## src/design/cfod_pkg.sv

```systemverilog
package cfod_pkg;

  // Decoder phase between bytes of one instruction.
  typedef enum logic [1:0] {
    PH_IDLE,
    PH_FIXED,
    PH_ULEB_REG,
    PH_ULEB_DISP
  } phase_t;

  // Result status codes.
  localparam logic [2:0] ST_OK          = 3'd0;
  localparam logic [2:0] ST_UNSUPPORTED = 3'd1;
  localparam logic [2:0] ST_TRUNCATED   = 3'd2;
  localparam logic [2:0] ST_BAD_OPERAND = 3'd3;
  localparam logic [2:0] ST_LIMIT       = 3'd4;

  // Operation codes on the result.
  localparam logic [2:0] OP_NONE      = 3'd0;
  localparam logic [2:0] OP_SAVE      = 3'd1;
  localparam logic [2:0] OP_RESTORE   = 3'd2;
  localparam logic [2:0] OP_SET_FRAME = 3'd3;
  localparam logic [2:0] OP_ALLOC     = 3'd4;

  // Primary opcode classes (top two bits of the opcode byte).
  localparam logic [1:0] PRIM_EXTENDED = 2'b00;
  localparam logic [1:0] PRIM_ADVANCE  = 2'b01;
  localparam logic [1:0] PRIM_SAVE     = 2'b10;
  localparam logic [1:0] PRIM_RESTORE  = 2'b11;

  // Extended opcodes.
  localparam logic [7:0] EXT_NOP       = 8'd0;
  localparam logic [7:0] EXT_SET_LOC   = 8'd1;
  localparam logic [7:0] EXT_ADVANCE1  = 8'd2;
  localparam logic [7:0] EXT_ADVANCE2  = 8'd3;
  localparam logic [7:0] EXT_ADVANCE4  = 8'd4;
  localparam logic [7:0] EXT_SAVE      = 8'd5;
  localparam logic [7:0] EXT_RESTORE   = 8'd10;
  localparam logic [7:0] EXT_DEF_FRAME = 8'd12;
  localparam logic [7:0] EXT_ALLOC     = 8'd14;

  // Configuration register indexes.
  localparam logic CFG_BYTE_ORDER = 1'b0;
  localparam logic CFG_MAX_INSTR  = 1'b1;

  localparam logic [31:0] MAX_INSTR_RESET = 32'd65536;

  // Width of the reported opcode position.
  localparam int POS_OUT_W = 32;

  // One decoded instruction or error report.
  typedef struct packed {
    logic [2:0]           operation;
    logic [31:0]          reg_operand;
    logic [63:0]          operand_offset;
    logic [31:0]          advance_value;
    logic [POS_OUT_W-1:0] instr_position;
    logic [2:0]           status;
    logic                 region_done;
  } result_t;

endpackage

```

## src/design/cfod_core.sv

```systemverilog
module cfod_core import cfod_pkg::*; #(
  parameter int POSITION_BITS = 32
) (
  input  logic          clk,
  input  logic          rst,
  input  logic          accept,
  input  logic [7:0]    data_byte,
  input  logic          last_byte,
  input  logic          byte_order,
  input  logic [31:0]   max_instructions,
  output logic          res_valid,
  output result_t       res
);

  phase_t                   phase, phase_next;
  logic [7:0]               held_opcode, held_opcode_next;
  logic [63:0]              accumulator, accumulator_next;
  logic [6:0]               shift_amount, shift_amount_next;
  logic [3:0]               bytes_left, bytes_left_next;
  logic [31:0]              held_register, held_register_next;
  logic [POSITION_BITS-1:0] byte_position, byte_position_next;
  logic [POSITION_BITS-1:0] opcode_position, opcode_position_next;
  logic [31:0]              instruction_count, instruction_count_next;
  logic                     dropping, dropping_next;

  logic                     do_finish, do_fail, open_operand;
  logic [2:0]               fail_code, fin_op;
  logic [31:0]              fin_reg, fin_val;
  logic [63:0]              fin_off;
  logic [63:0]              uleb_acc, fixed_acc;
  logic                     uleb_over;
  logic [POS_OUT_W-1:0]     pos_out;

  // Position of the opcode, fitted to the 32-bit result field.
  generate
    if (POSITION_BITS >= POS_OUT_W) begin : g_pos_trunc
      assign pos_out = opcode_position_next[POS_OUT_W-1:0];
    end else begin : g_pos_ext
      assign pos_out = {{(POS_OUT_W-POSITION_BITS){1'b0}}, opcode_position_next};
    end
  endgenerate

  // Operand accumulation for ULEB128 and fixed-width operands.
  always_comb begin
    uleb_over = shift_amount[6] ||
                ((shift_amount[5:0] == 6'd63) && (data_byte[6:1] != 6'd0));
    uleb_acc  = accumulator | ({57'd0, data_byte[6:0]} << shift_amount[5:0]);
    if (byte_order) begin
      fixed_acc = {accumulator[55:0], data_byte};
    end else begin
      fixed_acc = accumulator | ({56'd0, data_byte} << shift_amount[5:0]);
    end
  end

  // Next state and result for the accepted byte.
  always_comb begin
    phase_next             = phase;
    held_opcode_next       = held_opcode;
    accumulator_next       = accumulator;
    shift_amount_next      = shift_amount;
    bytes_left_next        = bytes_left;
    held_register_next     = held_register;
    byte_position_next     = byte_position;
    opcode_position_next   = opcode_position;
    instruction_count_next = instruction_count;
    dropping_next          = dropping;
    do_finish              = 1'b0;
    do_fail                = 1'b0;
    open_operand           = 1'b0;
    fail_code              = ST_OK;
    fin_op                 = OP_NONE;
    fin_reg                = 32'd0;
    fin_off                = 64'd0;
    fin_val                = 32'd0;
    res_valid              = 1'b0;
    res                    = '0;

    if (accept) begin
      byte_position_next = byte_position + {{(POSITION_BITS-1){1'b0}}, 1'b1};

      if (!dropping) begin
        case (phase)
          PH_IDLE: begin
            opcode_position_next = byte_position;
            held_opcode_next     = data_byte;
            case (data_byte[7:6])
              PRIM_ADVANCE: begin
                do_finish = 1'b1;
                fin_val   = {26'd0, data_byte[5:0]};
              end
              PRIM_RESTORE: begin
                do_finish = 1'b1;
                fin_op    = OP_RESTORE;
                fin_reg   = {26'd0, data_byte[5:0]};
              end
              PRIM_SAVE: begin
                held_register_next = {26'd0, data_byte[5:0]};
                accumulator_next   = 64'd0;
                shift_amount_next  = 7'd0;
                phase_next         = PH_ULEB_DISP;
                open_operand       = 1'b1;
              end
              default: begin
                accumulator_next  = 64'd0;
                shift_amount_next = 7'd0;
                case (data_byte)
                  EXT_NOP: do_finish = 1'b1;
                  EXT_SET_LOC: begin
                    bytes_left_next = 4'd8;
                    phase_next      = PH_FIXED;
                    open_operand    = 1'b1;
                  end
                  EXT_ADVANCE1: begin
                    bytes_left_next = 4'd1;
                    phase_next      = PH_FIXED;
                    open_operand    = 1'b1;
                  end
                  EXT_ADVANCE2: begin
                    bytes_left_next = 4'd2;
                    phase_next      = PH_FIXED;
                    open_operand    = 1'b1;
                  end
                  EXT_ADVANCE4: begin
                    bytes_left_next = 4'd4;
                    phase_next      = PH_FIXED;
                    open_operand    = 1'b1;
                  end
                  EXT_SAVE, EXT_DEF_FRAME: begin
                    held_register_next = 32'd0;
                    phase_next         = PH_ULEB_REG;
                    open_operand       = 1'b1;
                  end
                  EXT_RESTORE: begin
                    do_finish = 1'b1;
                    fin_op    = OP_RESTORE;
                  end
                  EXT_ALLOC: begin
                    held_register_next = 32'd0;
                    phase_next         = PH_ULEB_DISP;
                    open_operand       = 1'b1;
                  end
                  default: begin
                    do_fail   = 1'b1;
                    fail_code = ST_UNSUPPORTED;
                  end
                endcase
              end
            endcase
            // An operand that cannot arrive before the region ends.
            if (open_operand && last_byte) begin
              do_fail   = 1'b1;
              fail_code = ST_TRUNCATED;
            end
          end

          PH_FIXED: begin
            accumulator_next  = fixed_acc;
            shift_amount_next = shift_amount + 7'd8;
            bytes_left_next   = bytes_left - 4'd1;
            if (bytes_left == 4'd1) begin
              do_finish = 1'b1;
              if (held_opcode == EXT_SET_LOC) begin
                fin_op  = OP_SET_FRAME;
                fin_off = fixed_acc;
              end else begin
                fin_val = fixed_acc[31:0];
              end
            end else if (last_byte) begin
              do_fail   = 1'b1;
              fail_code = ST_TRUNCATED;
            end
          end

          default: begin
            if (uleb_over) begin
              do_fail   = 1'b1;
              fail_code = ST_BAD_OPERAND;
            end else begin
              accumulator_next  = uleb_acc;
              shift_amount_next = shift_amount + 7'd7;
              if (data_byte[7]) begin
                if (last_byte) begin
                  do_fail   = 1'b1;
                  fail_code = ST_TRUNCATED;
                end
              end else if (phase == PH_ULEB_REG) begin
                // Register operand complete: it must fit in 32 bits.
                if (uleb_acc[63:32] != 32'd0) begin
                  do_fail   = 1'b1;
                  fail_code = ST_BAD_OPERAND;
                end else begin
                  held_register_next = uleb_acc[31:0];
                  accumulator_next   = 64'd0;
                  shift_amount_next  = 7'd0;
                  phase_next         = PH_ULEB_DISP;
                  if (last_byte) begin
                    do_fail   = 1'b1;
                    fail_code = ST_TRUNCATED;
                  end
                end
              end else begin
                do_finish = 1'b1;
                fin_reg   = held_register;
                fin_off   = uleb_acc;
                if ((held_opcode[7:6] == PRIM_SAVE) || (held_opcode == EXT_SAVE)) begin
                  fin_op = OP_SAVE;
                end else if (held_opcode == EXT_DEF_FRAME) begin
                  fin_op = OP_SET_FRAME;
                end else begin
                  fin_op = OP_ALLOC;
                end
              end
            end
          end
        endcase

        // A completed instruction counts against the region limit.
        if (do_finish) begin
          phase_next = PH_IDLE;
          if (instruction_count >= max_instructions) begin
            do_fail   = 1'b1;
            fail_code = ST_LIMIT;
          end else begin
            instruction_count_next = instruction_count + 32'd1;
            res_valid              = 1'b1;
            res.operation          = fin_op;
            res.reg_operand        = fin_reg;
            res.operand_offset     = fin_off;
            res.advance_value      = fin_val;
            res.status             = ST_OK;
          end
        end

        // An error reports once and drops the rest of the region.
        if (do_fail) begin
          phase_next    = PH_IDLE;
          dropping_next = !last_byte;
          res_valid     = 1'b1;
          res           = '0;
          res.status    = fail_code;
        end

        res.instr_position = pos_out;
        res.region_done    = last_byte;
      end

      // The region's last byte restarts the decoder.
      if (last_byte) begin
        phase_next             = PH_IDLE;
        dropping_next          = 1'b0;
        instruction_count_next = 32'd0;
        byte_position_next     = '0;
      end
    end
  end

  // Decoder state registers.
  always_ff @(posedge clk) begin
    if (rst) begin
      phase             <= PH_IDLE;
      held_opcode       <= 8'd0;
      accumulator       <= 64'd0;
      shift_amount      <= 7'd0;
      bytes_left        <= 4'd0;
      held_register     <= 32'd0;
      byte_position     <= '0;
      opcode_position   <= '0;
      instruction_count <= 32'd0;
      dropping          <= 1'b0;
    end else begin
      phase             <= phase_next;
      held_opcode       <= held_opcode_next;
      accumulator       <= accumulator_next;
      shift_amount      <= shift_amount_next;
      bytes_left        <= bytes_left_next;
      held_register     <= held_register_next;
      byte_position     <= byte_position_next;
      opcode_position   <= opcode_position_next;
      instruction_count <= instruction_count_next;
      dropping          <= dropping_next;
    end
  end

endmodule

```

## src/design/call_frame_opcode_decoder.sv

```systemverilog
// Call-frame instruction decoder. It takes one byte of an instruction region
// per request, with last_byte set on the region's final byte, and gives one
// result per completed instruction or detected error, in byte order. Each byte
// is decoded in the cycle it is accepted, so a new byte can be taken every
// cycle while in_stall is low; the rate is then one byte per clock, set by the
// per-byte update of the phase machine and operand accumulator. A result is
// registered in the output register, or in the skid stage while the output
// is stalled; the two hold up to two results, and in_stall rises only while
// both are occupied. Configuration writes take effect on the next byte and
// should be made only while no region is in progress.
module call_frame_opcode_decoder import cfod_pkg::*; #(
  parameter int POSITION_BITS = 32
) (
  input  logic        clk,
  input  logic        rst,
  input  logic        cfg_write,
  input  logic        cfg_index,
  input  logic [31:0] cfg_data,
  input  logic        in_valid,
  output logic        in_stall,
  input  logic [7:0]  data_byte,
  input  logic        last_byte,
  output logic        out_valid,
  input  logic        out_stall,
  output logic [2:0]  operation,
  output logic [31:0] reg_operand,
  output logic [63:0] operand_offset,
  output logic [31:0] advance_value,
  output logic [31:0] instr_position,
  output logic [2:0]  status,
  output logic        region_done
);

  logic        byte_order;
  logic [31:0] max_instructions;
  logic        accept;
  logic        res_valid;
  result_t     res;
  result_t     out_res;
  result_t     skid_res;
  logic        skid_valid;
  logic        out_free;

  // Configuration registers.
  always_ff @(posedge clk) begin
    if (rst) begin
      byte_order       <= 1'b0;
      max_instructions <= MAX_INSTR_RESET;
    end else if (cfg_write) begin
      case (cfg_index)
        CFG_BYTE_ORDER: byte_order       <= cfg_data[0];
        CFG_MAX_INSTR:  max_instructions <= cfg_data;
        default: ;
      endcase
    end
  end

  assign in_stall = skid_valid;
  assign accept   = in_valid && !skid_valid;
  assign out_free = !out_valid || !out_stall;

  cfod_core #(
    .POSITION_BITS(POSITION_BITS)
  ) u_core (
    .clk             (clk),
    .rst             (rst),
    .accept          (accept),
    .data_byte       (data_byte),
    .last_byte       (last_byte),
    .byte_order      (byte_order),
    .max_instructions(max_instructions),
    .res_valid       (res_valid),
    .res             (res)
  );

  // Output register with a skid stage behind it.
  always_ff @(posedge clk) begin
    if (rst) begin
      out_valid  <= 1'b0;
      skid_valid <= 1'b0;
    end else begin
      if (out_free) begin
        if (skid_valid) begin
          out_valid  <= 1'b1;
          skid_valid <= 1'b0;
        end else begin
          out_valid <= res_valid;
        end
      end else if (res_valid) begin
        skid_valid <= 1'b1;
      end
    end
  end

  // Result payload registers.
  always_ff @(posedge clk) begin
    if (out_free) begin
      if (skid_valid) begin
        out_res <= skid_res;
      end else if (res_valid) begin
        out_res <= res;
      end
    end else if (res_valid) begin
      skid_res <= res;
    end
  end

  assign operation       = out_res.operation;
  assign reg_operand     = out_res.reg_operand;
  assign operand_offset  = out_res.operand_offset;
  assign advance_value   = out_res.advance_value;
  assign instr_position  = out_res.instr_position;
  assign status          = out_res.status;
  assign region_done     = out_res.region_done;

endmodule
```

## config.mk

```make
export PLATFORM = sky130hd
export DESIGN_NAME = call_frame_opcode_decoder
export DESIGN_NICKNAME = d
export VERILOG_FILES = /design/src/design/cfod_pkg.sv /design/src/design/cfod_core.sv /design/src/design/call_frame_opcode_decoder.sv
export SDC_FILE = /design/constraint.sdc
export NUM_CORES = 1
export LEC_CHECK = 0
export BUFFER_PORTS_ARGS = -buffer_cell sky130_fd_sc_hd__buf_2
export CORE_ASPECT_RATIO = 0.75
export CORE_UTILIZATION = 45
export CTS_CLUSTER_SIZE = 10
export DETAILED_ROUTE_END_ITERATION = 10
export PLACE_DENSITY = 0.62
export SLEW_MARGIN = 20
export SYNTH_ARGS = -nofsm -noshare
export SYNTH_HDL_FRONTEND = slang
export SYNTH_SLANG_ARGS = --single-unit
```

## constraint.sdc

```tcl
create_clock -name clk -period 31 [get_ports clk]
set_input_delay 4.65 -clock clk [delete_from_list [all_inputs] [get_ports clk]]
set_output_delay 4.65 -clock clk [all_outputs]
set_load 0.01 [all_outputs]
```

==> impl_results.md, run 1 <==
- Global route overflow: 0
- Synth unique cells: 100
- EDFF count, synth: 334
- Asr flop ratio synth: 0
- Leak Pwr: about 12 nW
- Hold Path Depth: 2
- Worst r2r dst: advance_value[20]
- Most frequent cells in the layout: edfxtp_1 (334), nand2_1 (328), a21oi_1 (295), dfxtp_1 (245), nor2_1 (221)
- Layout Nets: between 2000 and 3000
- Commonest non-fill, non-tap cell in the layout: edfxtp_1
- Area of the core: ~61000 um^2
- Detailed Routing Iterations Pass 1: 8
- Site Rows: 78
- GP Congestion: about 0.94
- Critical path startpoint category: primary input
- Hold crit path type: reg2reg
- Die Ht: 217.4 um
- Antenna violations before repair: 4
- Initial core utilization: 0.4579
- Mapped Area: 27840 um^2
- Accumulated negative setup slack: 0 ns
- Clock Skew: roughly 0.017 ns
- Worst Path Max Fanout: 74
- Via density: 6.147
- Total CTS buffers: about 70
- Max-slew violations: 0
- Maximum buffer depth of the clock tree: 3
- Detail Placement HPWL: roughly 62 mm
- Vias: ~23000
- Crit path capture type: flip-flop
- Area share of the largest cell type after synthesis: 0.3602
- FF-to-FF Start: u_core.shift_amount[1]
- WP data required: between 30 and 40 ns
- Yosys top cell by area: edfxtp_1
- Outcome: complete, no violations
- Syn_area_per_cell: 9.976 um^2
- Post-placement cell area: a little under 30000 um^2
- Post-CTS setup buffer count: 0
- Max Cap Viol: 0
- First-pass GRT wire length: 137.3 mm
- I/O pin cnt: between 200 and 250
- Largest net degree at the start of global routing: between 150 and 200
- Setup CP Type: in2reg
- Worst-margin pin slew: roughly 1.2 ns
- Hold Fails Final Rpt: 0
- Total GRT Usage: 0.2880
- Worst Hold Launch: u_core.opcode_position[28]
- Final ANT Viol Nets: 0
- CTS clk-pin slew, worst paths: ~0.050 ns
- Unrepaired setup endpoints after global routing: false
- Number of remaining DRC errors: 0
- Yosys reg bits: 583
- Syn_nets: between 2000 and 3000
- H-tree depth: 3
- Hold-fix buffers, CTS: 0
- Fmax: 114.9 MHz
- Top cells by area, synth: edfxtp_1 (36%), dfxtp_1 (18%), a21oi_1 (5.3%)
- Reg-to-reg slack, setup: ~25 ns
- Post-synthesis cell count: 2791
- CTS tree: yes
- I/O Buffers: 215
- Tmin final: 8.701 ns
- Via count of the first global-routing pass: approximately 22000
- Final WL: between 90 and 100 mm
- R2R depth: 10
- Die area: approximately 63000 um^2
- Post-CTS resize count: 0
- Predominant post-synthesis flop cell: edfxtp_1
- Count of final setup violators: 0
- CP arrival: about 8.9 ns
- Worst skew pair latency: approximately 0.6 ns
- Layout cells sized above 1: 0.1446
- Peak VDD IR: approximately 0.03 mV
- Fin area: about 31000 um^2
- Pwr per Cell Area: between 50 and 60 nW/um^2
- Area growth syn-to-layout: 12.87%
- Clock sinks: 583
- Slew headroom: 0.1701
- DR iter-0 viols: 2753
- Clock root cell: clkbuf_16
- Final cycle utilization of the critical path: 0.2807
- Routed length per placed instance: between 20 and 25 um
- Syn. warnings: 0
- End of the worst hold path: u_core.opcode_position[28]
- Die Wd: slightly below 300 um
- Sequential area share after synthesis: 0.5393
sequential cells by signal, indices dropped and copies added (netlist names):
signal                    count
u_core.phase                  2
u_core.held_register         32
u_core.dropping               1
u_core.shift_amount           7
operation                     3
operand_offset               64
in_stall                      1
max_instructions             32
u_core.instruction_count     32
status                        3
instr_position               32
u_core.byte_position         32
u_core.accumulator           64
reg_operand                  32
u_core.bytes_left             4
advance_value                32
byte_order                    1
out_valid                     1
region_done                   1
u_core.held_opcode            8
skid_res                    167
u_core.opcode_position       32
per-stage QoR:
| step | hold slack, ns | utilization | cells | setup slack [ns] | total power [mW] |
|---|---|---|---|---|---|
| 2_1_floorplan | 0.4313 | - | 2791 | 12.55 | 0.9677 |
| 3_3_place_gp | 0.4393 | 0.4831 | 3636 | 21.87 | 1.022 |
| 3_5_place_dp | 0.4465 | 0.4831 | 3636 | 21.82 | 1.025 |
| 4_1_cts | 0.4537 | 0.5167 | 3760 | 22.45 | 1.772 |
| 5_1_grt | 0.4710 | 0.5168 | 3760 | 22.20 | 1.821 |
| 6_report | 0.4521 | 0.5169 | 3761 | 22.30 | 1.761 |
routing by layer:
layer	up-vias	wire, um	global-route usage
met5	-	13	0
met4	2	1838	0.07123
met3	136	7268	0.06318
met2	995	41250	0.4360
met1	11440	41420	0.4167
li1	10540	-	-
area by class of cell:
| cell class | instances | area, um^2 |
|---|---|---|
| Tap cell | 800 | 1001 |
| Sequential cell | 583 | 15020 |
| Timing Repair Buffer | 269 | 1496 |
| Antenna cell | 1 | 2.502 |
| Clock inverter | 9 | 110.1 |
| Clock buffer | 115 | 1929 |
| Fill cell | 5497 | 29380 |
| Inverter | 60 | 229.0 |
| Multi-Input combinational cell | 1924 | 11630 |
cells in the mapped netlist, drive strengths merged (12+ instances only):
| cell | count |
|---|---|
| edfxtp | 334 |
| nand2 | 331 |
| a21oi | 295 |
| dfxtp | 249 |
| nor2 | 226 |
| clkbuf | 196 |
| o21ai | 184 |
| a21o | 144 |
| inv | 58 |
| and2 | 49 |
| nand3 | 44 |
| ha | 39 |
| or3 | 34 |
| a22o | 32 |
| o22a | 31 |
| a22oi | 30 |
| and3 | 29 |
| nand4 | 29 |
| buf | 27 |
| a211oi | 23 |
| nor3 | 23 |
| a31oi | 22 |
| or4 | 22 |
| o31ai | 20 |
| o211a | 19 |
| o221ai | 18 |
| xor2 | 18 |
| nor2b | 17 |
| a221oi | 16 |
| mux2i | 15 |
| o2bb2ai | 14 |
| nand2b | 13 |
| nor4 | 13 |
| o22ai | 12 |
worst max-delay path, stage by stage:
cell and delay [ns]:
buf_2 0.24, mux2_2 0.38, mux4_2 0.63, a21o_1 0.27, nor4_1 0.76, nand2_2 0.37
nor4b_1 0.55, nor2_1 0.17, o21a_4 0.36, buf_4 0.41
worst max path at each step:
stage                 start                 end  slack (ns)  depth (start not counted)
6_report       data_byte[6]   advance_value[20]       22.30                         10
5_1_grt        data_byte[7]        operation[1]       22.20                         10
4_1_cts        data_byte[0]  operand_offset[27]       22.45                         10
3_5_place_dp   data_byte[0]   advance_value[10]       21.82                         10
3_3_place_gp   data_byte[0]   advance_value[10]       21.87                         10
2_1_floorplan  data_byte[0]         skid_res[0]       12.55                          8
logic make-up after synthesis:
logic type               Yosys count  synth area share
flip-flops                       583            0.5393
AND/OR/NAND/NOR                  865            0.1460
multiplexers                      32           0.01496
XOR/XNOR                          29          0.009122
adder cells (fa/ha/maj)           39           0.01753
buffers and inverters            284           0.04498
AO/OA/AOI/OAI                    959            0.2281
report_power, final:
group          internal [mW]  switching [mW]  leakage [nW]  total (mW)
sequential             0.847          0.0167          5.17       0.864
clock                  0.427           0.322         0.971       0.749
combinational         0.0430           0.105          5.98       0.148
Power figures use the tool's default switching activity.
==> inputs of run 2 (changes only) <==
==> constraint.sdc (replaced) <==
create_clock -name clk -period 8.85 [get_ports clk]
set_input_delay 1.3275 -clock clk [delete_from_list [all_inputs] [get_ports clk]]
set_output_delay 1.3275 -clock clk [all_outputs]
set_load 0.01 [all_outputs]
==> impl_results.md, run 2 (synthesis gave the netlist of run 1 again) <==
- Outcome: complete, no violations
- H-tree depth: 3 (unchanged)
- Critical path startpoint category: primary input
- Area of the multi-input gates: 11640 um^2 (about the same)
- Reg area: 15020 um^2 (unchanged)
- Worst-margin pin slew: 1.196 ns (-0.03952 ns)
- Via density: 6.105 (-0.68%)
- DR iter-0 viols: 2724 (-1.1%)
- Critical path cell sequence: buf_2 -> mux2_2 -> mux4_2 -> a21o_1 -> nor4_1 -> nand2_2 -> nor4b_1 -> nor2_1 -> o21a_4 -> buf_4
- I/O pin cnt: 216 (unchanged)
- Peak VDD IR: 0.1328 mV (+330%)
- Die Wd: 289.2 um (unchanged)
- Final ANT Viol Nets: 0 (unchanged)
- Fin util: 0.5169 (unchanged)
- Antenna violations before repair: 3 (-1)
- Largest Register: skid_res
- Filler cells: 5494 (-0.055%)
- Commonest non-fill, non-tap cell in the layout: edfxtp_1
- Largest net degree at the start of global routing: 92 (-45%)
- Accumulated negative setup slack: 0 ns (unchanged)
- CP Buf/Inv Count: 2 (unchanged)
- Routed length per placed instance: 23.92 um (-2.0%)
- Detail Placement HPWL: 60.53 mm (-2.5%)
- Count of final setup violators: 0 (unchanged)
- CTS tree: yes
- Setup CP Type: in2reg
- Layout cells sized above 1: 0.1426 (-0.002027)
- Clock root cell: clkbuf_16
- Placed cells: 3632 (-0.11%)
- Max Cap Viol: 0 (unchanged)
- Total GRT Usage: 0.2824 (-0.005587)
- Max-slew violations: 0 (unchanged)
- Worst path top cell family by delay: simple AND/OR/NAND/NOR gates
- Area growth syn-to-layout: 12.87% (unchanged)
- Site Rows: 78 (unchanged)
- CP max stage delay: 0.74 ns (-0.02 ns)
- Final cycle utilization of the critical path: 0.6334
- Tmin final: 5.605 ns
- Slew headroom: 0.1960 (+0.02587)
- Global route overflow: 0 (unchanged)
- Post-CTS resize count: 0 (unchanged)
- Fmax: around 180 MHz
- Crit path capture type: flip-flop
- Hold-fix buffers, CTS: 0 (unchanged)
- Pre-CTS WS: 2.733 ns (-19.09 ns)
- Clock Skew: 0.02255 ns (+0.005508 ns)
- Clock sinks: 583 (unchanged)
- Unrepaired setup endpoints after global routing: false
- Most frequent cells in the layout: edfxtp_1 (334), nand2_1 (328), a21oi_1 (295), dfxtp_1 (245), nor2_1 (223)
- Area of the core: 60800 um^2 (unchanged)
- Layout Nets: 2990 (-0.10%)
- Pwr per Cell Area: 196.2 nW/um^2 (+250%)
- I/O Buffers: 215 (unchanged)
- Slowest CP cell: nor4_1
- First-pass GRT wire length: 135.2 mm (-1.5%)
- Finished Layout Cells: 3764 (+0.080%)
- Maximum buffer depth of the clock tree: 3 (unchanged)
- Vias: 22980 (-0.61%)
- CP arrival: 5.83 ns (-3.09 ns)
- Worst skew pair latency: 0.63 ns (+0.02 ns)
- Total CTS buffers: 69 (unchanged)
- Number of remaining DRC errors: 0 (unchanged)
- Detailed Routing Iterations Pass 1: 6 (-2)
- Hold Fails Final Rpt: 0 (unchanged)
- Hold crit path type: reg2reg
- WP data required: 9.07 ns (-22.15 ns)
- Reg-to-reg slack, setup: 3.29 ns (-22.07 ns)
- Worst Path Max Fanout: 78 (+5.4%)
- Die Ht: 217.4 um (unchanged)
- Initial core utilization: 0.4579 (unchanged)
- Post-CTS setup buffer count: 0 (unchanged)
- CTS clk-pin slew, worst paths: 0.05 ns (about the same)
- GP Congestion: 0.9262 (-1.5%)
- Leak Pwr: 12.11 nW (about the same)
- Via count of the first global-routing pass: 21730 (-1.1%)
- Final WL: 90.03 mm (-1.9%)
- Final worst slack: 3.245 ns (-19.05 ns)
- Die area: 62880 um^2 (unchanged)
- Largest register FFs: 167 (unchanged)
## run 2: changes by cell type in the layout (fill, tap and decap cells not counted), moves of 2 or more
cell / change
buf_4: -3
diode_2: +3
clkbuf_1: +3
clkinv_8: +2
nor2_2: -2
nor2_1: +2
## run 2: final cells by class
cell class,count,area share
Sequential cell,583,0.4780
Multi-Input combinational cell,1924,0.3703
Clock buffer,117,0.06132
Timing Repair Buffer,266,0.04714
Tap cell,800,0.03185
Inverter,60,0.007286
Clock inverter,10,0.003782
Antenna cell,4,0.0003185
## run 2: final timing paths
check             cells past startpoint                    from                  end
setup reg to reg                     10  u_core.shift_amount[2]    advance_value[31]
setup / recovery                     10            data_byte[6]    advance_value[31]
hold / removal                        2     max_instructions[3]  max_instructions[3]
hold reg to reg                       2     max_instructions[3]  max_instructions[3]
## run 2: worst register-to-register path, cell delays in order (launching register included)
cell and delay, ns:
dfxtp_1 0.31, buf_4 0.35, clkinvlp_4 0.52, mux4_2 0.81
a21o_1 0.29, nor4_1 0.74, nand2_2 0.34, nor4b_1 0.70
nor2_1 0.19, o21a_4 0.38, buf_4 0.44
## run 2: metal layers
layer  track usage  wire [um]  up-vias
li1              -          -    10540
met1        0.4079      40770    11270
met2        0.4284      40210     1000
met3       0.05847       6928      165
met4       0.07544       2123        0
met5             0          0        -
## run 2: power by group
part	switching (mW)	internal, mW
sequential	0.0586	2.97
combinational	0.364	0.149
clock	1.14	1.49
total	1.56	4.61
## run 2: through the flow
stage	instance area [um^2]	power (mW)	hold WS, ns
after global placement	29340	3.575	0.4374
after detailed placement	29340	3.585	0.4465
after global routing	31420	6.371	0.4666
after CTS	31390	6.202	0.4542
after floorplan	27850	3.386	0.4313
final	31430	6.166	0.4542
